==> config.mk <==
export PLATFORM = sky130hd
export DESIGN_NAME = cau_cell
export DESIGN_NICKNAME = d
export VERILOG_FILES = /design/src/sv/cau_pkg.sv /design/src/sv/cau_cell.sv
export SDC_FILE = /design/constraint.sdc
export NUM_CORES = 1
export LEC_CHECK = 0
export BUFFER_PORTS_ARGS = -buffer_cell sky130_fd_sc_hd__buf_2
export CAP_MARGIN = 20
export CORE_AREA = 3 3 337 339
export CTS_BUF_LIST = sky130_fd_sc_hd__clkbuf_2
export DETAILED_ROUTE_END_ITERATION = 7
export DIE_AREA = 0 0 340 342
export GPL_TIMING_DRIVEN = 0
export PLACE_DENSITY_LB_ADDON = 0.12
export SETUP_SLACK_MARGIN = 0.1
export SKIP_LAST_GASP = 1
export SLEW_MARGIN = 5
export SYNTH_ARGS = -nofsm -noshare
export SYNTH_HDL_FRONTEND = slang
export SYNTH_SLANG_ARGS = --single-unit
==> constraint.sdc <==
create_clock -name clk -period 23.4 [get_ports clk]
set_clock_uncertainty 0.2 [all_clocks]
set_input_delay 2.34 -clock clk [delete_from_list [all_inputs] [get_ports clk]]
set_output_delay 2.34 -clock clk [all_outputs]
set_load 0.01 [all_outputs]
==> src/sv/cau_pkg.sv <==
// Shared types and constants of the complex arithmetic unit.
// No dependencies; every other file imports this package.
package cau_pkg;

  localparam int DataW  = 32;
  localparam int FracW  = 16;
  localparam int ProdW  = 2 * DataW;
  localparam int QuoW   = DataW + 1;
  localparam int NumW   = ProdW + FracW;
  localparam int RemW   = ProdW + 1;
  localparam int RadW   = 2 * QuoW;
  localparam int SremW  = QuoW + 3;
  localparam int NumCells = QuoW;

  typedef enum logic [1:0] {
    CMD_ADD = 2'd0,
    CMD_DIV = 2'd1,
    CMD_MAG = 2'd2,
    CMD_NEG = 2'd3
  } cmd_t;

  // State that travels from cell to cell down the chain.
  typedef struct packed {
    logic              vld;
    cmd_t              cmd;
    logic              dz;
    logic              ovf_re;
    logic              ovf_im;
    logic              neg_re;
    logic              neg_im;
    logic [ProdW-1:0]  den;
    logic [RemW-1:0]   rem_re;
    logic [RemW-1:0]   rem_im;
    logic [QuoW-1:0]   num_re;
    logic [QuoW-1:0]   num_im;
    logic [QuoW-1:0]   q_re;
    logic [QuoW-1:0]   q_im;
    logic [SremW-1:0]  srem;
    logic [RadW-1:0]   rad;
  } cell_t;

endpackage

==> src/sv/cau_cell.sv <==
// One cell of the chain: a restoring divide step for both parts and a square-root step.
// Depends on cau_pkg.
module cau_cell (
  input  logic           clk,
  input  logic           rst_n,
  input  logic           en,
  input  cau_pkg::cell_t d,
  output cau_pkg::cell_t q
);
  import cau_pkg::*;

  cell_t            q_r, q_nxt;
  logic [RemW-1:0]  tr_re, tr_im, dx;
  logic [SremW-1:0] st, tt;
  logic             ge_re, ge_im, ge_s;

  always_comb begin
    dx    = {1'b0, d.den};
    tr_re = {d.rem_re[RemW-2:0], d.num_re[QuoW-1]};
    tr_im = {d.rem_im[RemW-2:0], d.num_im[QuoW-1]};
    ge_re = tr_re >= dx;
    ge_im = tr_im >= dx;
    st    = {d.srem[SremW-3:0], d.rad[RadW-1:RadW-2]};
    tt    = SremW'({d.q_re, 2'b01});
    ge_s  = st >= tt;

    q_nxt        = d;
    q_nxt.rem_re = ge_re ? tr_re - dx : tr_re;
    q_nxt.rem_im = ge_im ? tr_im - dx : tr_im;
    q_nxt.num_re = {d.num_re[QuoW-2:0], 1'b0};
    q_nxt.num_im = {d.num_im[QuoW-2:0], 1'b0};
    q_nxt.srem   = ge_s ? st - tt : st;
    q_nxt.rad    = {d.rad[RadW-3:0], 2'b00};
    case (d.cmd)
      CMD_DIV: begin
        q_nxt.q_re = {d.q_re[QuoW-2:0], ge_re};
        q_nxt.q_im = {d.q_im[QuoW-2:0], ge_im};
      end
      CMD_MAG: begin
        q_nxt.q_re = {d.q_re[QuoW-2:0], ge_s};
      end
      default: begin
        q_nxt.q_re = d.q_re;
      end
    endcase
  end

  always_ff @(posedge clk) begin
    if (!rst_n) begin
      q_r.vld <= 1'b0;
    end else if (en) begin
      q_r <= q_nxt;
    end
  end

  assign q = q_r;

endmodule

==> impl_metrics.py <==
metrics = {
    "die": {
        "io_pins": 875,
        "die_area_um2": 116000,
        "placementRows": 122,
        "die_w_um": 340,
        "die_h_um": 342,
        "core_area_um2": 111000,
        "start_util": 0.235,
    },
    "route": {
        "initialDrtViolationCount": 1227,
        "first_pass_iters": 5,
        "dr_total_vias": 23050,
        "via_per_inst": 4.62,
        "drc": 0,
        "wire_per_inst_um": 24.3,
        "final_antenna_net_count": 0,
        "routed_wl_mm": 121,
    },
    "power_and_ir_drop": {
        "ir_worst_vdd_uv": 28.1,
        "leakage_uw": 0.0145,
        "p_per_area_nw_per_um2": 64.4,
    },
    "synth": {
        "syn_inst": 2383,
        "netlist_area_um2": 26000,
        "synth_edf_count": 431,
        "synth_top_area_cell": "edfxtp_1",
        "yosysTopAreaCellShare": 0.498,
        "avgSynthCellArea_um2": 10.9,
        "ys.flop_type": "edfxtp_1",
        "synth_area_leaders": "edfxtp_1, ha_1, a21oi_1, xnor2_1, nand2_1",
        "ys_seq_area_frac": 0.498,
        "async_flop_share": 0,
        "yosysWarnings": 0,
        "ys_ff_latch": 432,
        "synth_cell_type_count": 96,
    },
    "global_routing": {
        "grt_max_degree": 63,
        "grt_overflow": 0,
        "grt_use_met1": 0.225,
        "use_met3": 0.0696,
        "track_usage": 0.200,
        "use_met2": 0.358,
        "grt_pass1_vias": 23493,
        "grt_pass1_wl_mm": 168,
        "antenna_found_initial": 51,
        "busiest_layer": "met2",
    },
    "sta": {
        "maxSlewViolCount": 0,
        "setup_viol": 0,
        "setup_tns_ns": 0,
        "rsz0062_at_grt": "no",
        "period_share": 0.225,
        "tightest_slew_ns": 1.09,
        "final.min_clock_period_ns": 5.26,
        "hold_viol": 0,
        "fmax_mhz": 190,
        "slew_headroom": 0.274,
    },
    "setup_path": {
        "worstSetupEndpointType": "flip-flop",
        "cp-start-kind": "input pin",
        "cp_max_fo": 10,
        "arrival_ns": 6.18,
        "worstPathRequired_ns": 24.32,
        "crit_type": "input pin to flip-flop",
    },
    "finish": {
        "layout-drive-gt1-share": 0.357,
        "largest_reg_flops": 432,
        "layout.nets": 4003,
        "post-route-util": 0.304,
        "area_growth_pct": 29.1,
    },
    "placed_design": {
        "hpwl_mm": 101,
        "place.gp.congestion": 0.870,
        "io_buffer_count": 866,
    },
    "min_path": {
        "min_path_type": "flip-flop to flip-flop",
    },
    "clock_tree": {
        "cts_buffers": 135,
        "cts_root_buf": "clkbuf_2",
        "post_cts_resized": 0,
        "cts.sinks": 432,
        "cts_tree": "yes",
        "postCtsHoldBufs": 0,
        "clock_latency_ns": 1.37,
        "cts_htree_levels": 4,
        "clk_pin_slew_ns": 0.09,
        "cts_buffer_depth": 3,
        "postCtsSetupBuffers": 0,
    },
    "outcome": {
        "status": "finished clean",
    },
    "flow_run": {
        "cap_violations": 0,
    },
}
cells in the mapped netlist (8+ instances only):
cell type    n
mux2_4      34
nor4_1      10
xor2_1      61
xnor2_1     85
inv_1      168
a31oi_1     21
a22o_1      32
nand2b_1    19
o21bai_1    43
nor2b_1     15
nor3_1      39
nand3_1     41
nor2_1     161
mux2_2      62
edfxtp_1   431
a21o_1      68
nand4_1     44
o21ai_0    121
mux2_1       9
o21a_1      18
o21ai_1      9
nand2_1    190
clkbuf_1    46
and3_1      17
o211ai_1    13
ha_1       165
buf_2       23
a21oi_1    245
a211oi_1    15
o31ai_1     10
and2_1      11
a211o_1      8
power breakdown:
group	leakage (µW)	internal, µW	switching (µW)
Clock	0.000818	210	379
Sequential	0.00404	938	15.2
Combinational	0.00969	244	376
critical path: stages:
cell and delay, ns:
buf_2 0.17, inv_1 0.15, ha_1 0.46, nand2_1 0.24
nor4_1 0.77, nand3_1 0.42, inv_1 0.17, nand2_1 0.16
o211ai_1 0.21, or3_1 0.22, buf_4 0.16, buf_6 0.21
buf_2 0.29, a21oi_1 0.16
area by class of cell:
type	count	area, µm²
tap	1488	1860
timing repair buffer	874	4550
clock inverter	32	183
sequential	432	13000
fill	11977	77100
buffer	91	513
antenna	29	72.6
multi-input combinational	1694	11900
clock buffer	178	891
inverter	169	634
final timing paths:
| path | to | from | slack [ns] | cells past startpoint |
|---|---|---|---|---|
| min | q[435] | q[435] | 0.35 | 2 |
| min reg2reg | q[435] | q[435] | 0.35 | 2 |
| max | q[283] | d[409] | 18.14 | 14 |
| max reg2reg | q[435] | q[435] | 22.59 | 2 |
per-layer routing:
layer	part of all wire	routed length [µm]
met1	0.39	47100
met2	0.51	61400
met3	0.081	9760
met4	0.021	2580
met5	0.0017	200
logic make-up after synthesis:
kind of cell | Yosys count | synth area share
AND/OR/NAND/NOR | 576 | 0.103
adder cells (fa/ha/maj) | 167 | 0.0809
flip-flops | 432 | 0.498
other | 1 | 0.000144
multiplexers | 111 | 0.0527
XOR/XNOR | 146 | 0.0492
buffers and inverters | 260 | 0.0441
AO/OA/AOI/OAI | 690 | 0.172
cell usage in the layout, fill, tap and decap left out, drive strengths merged, types with 85 or more instances in the layout:
master / Yosys / final
o21ai: 133 / 133
xnor2: 85 / 85
mux2: 105 / 105
nor2: 163 / 163
ha: 165 / 165
edfxtp: 431 / 431
inv: 169 / 176
buf: 45 / 919
clkbuf: 46 / 224
a21oi: 247 / 247
nand2: 191 / 191
metrics by stage:
step	setup slack, ns	cells	hold WS (ns)	total power (µW)	cell area, µm²
after global routing	18.07	4974	0.411	2310	33600
after global placement	3.70	4740	0.303	1620	32200
after floorplan	10.33	2386	0.338	1350	26000
after CTS	18.27	4958	0.344	2220	33500
final	18.14	4987	0.345	2160	33600
after detailed placement	16.61	4748	0.312	1600	32400
Note: power is estimated with default switching activity, not from simulation.
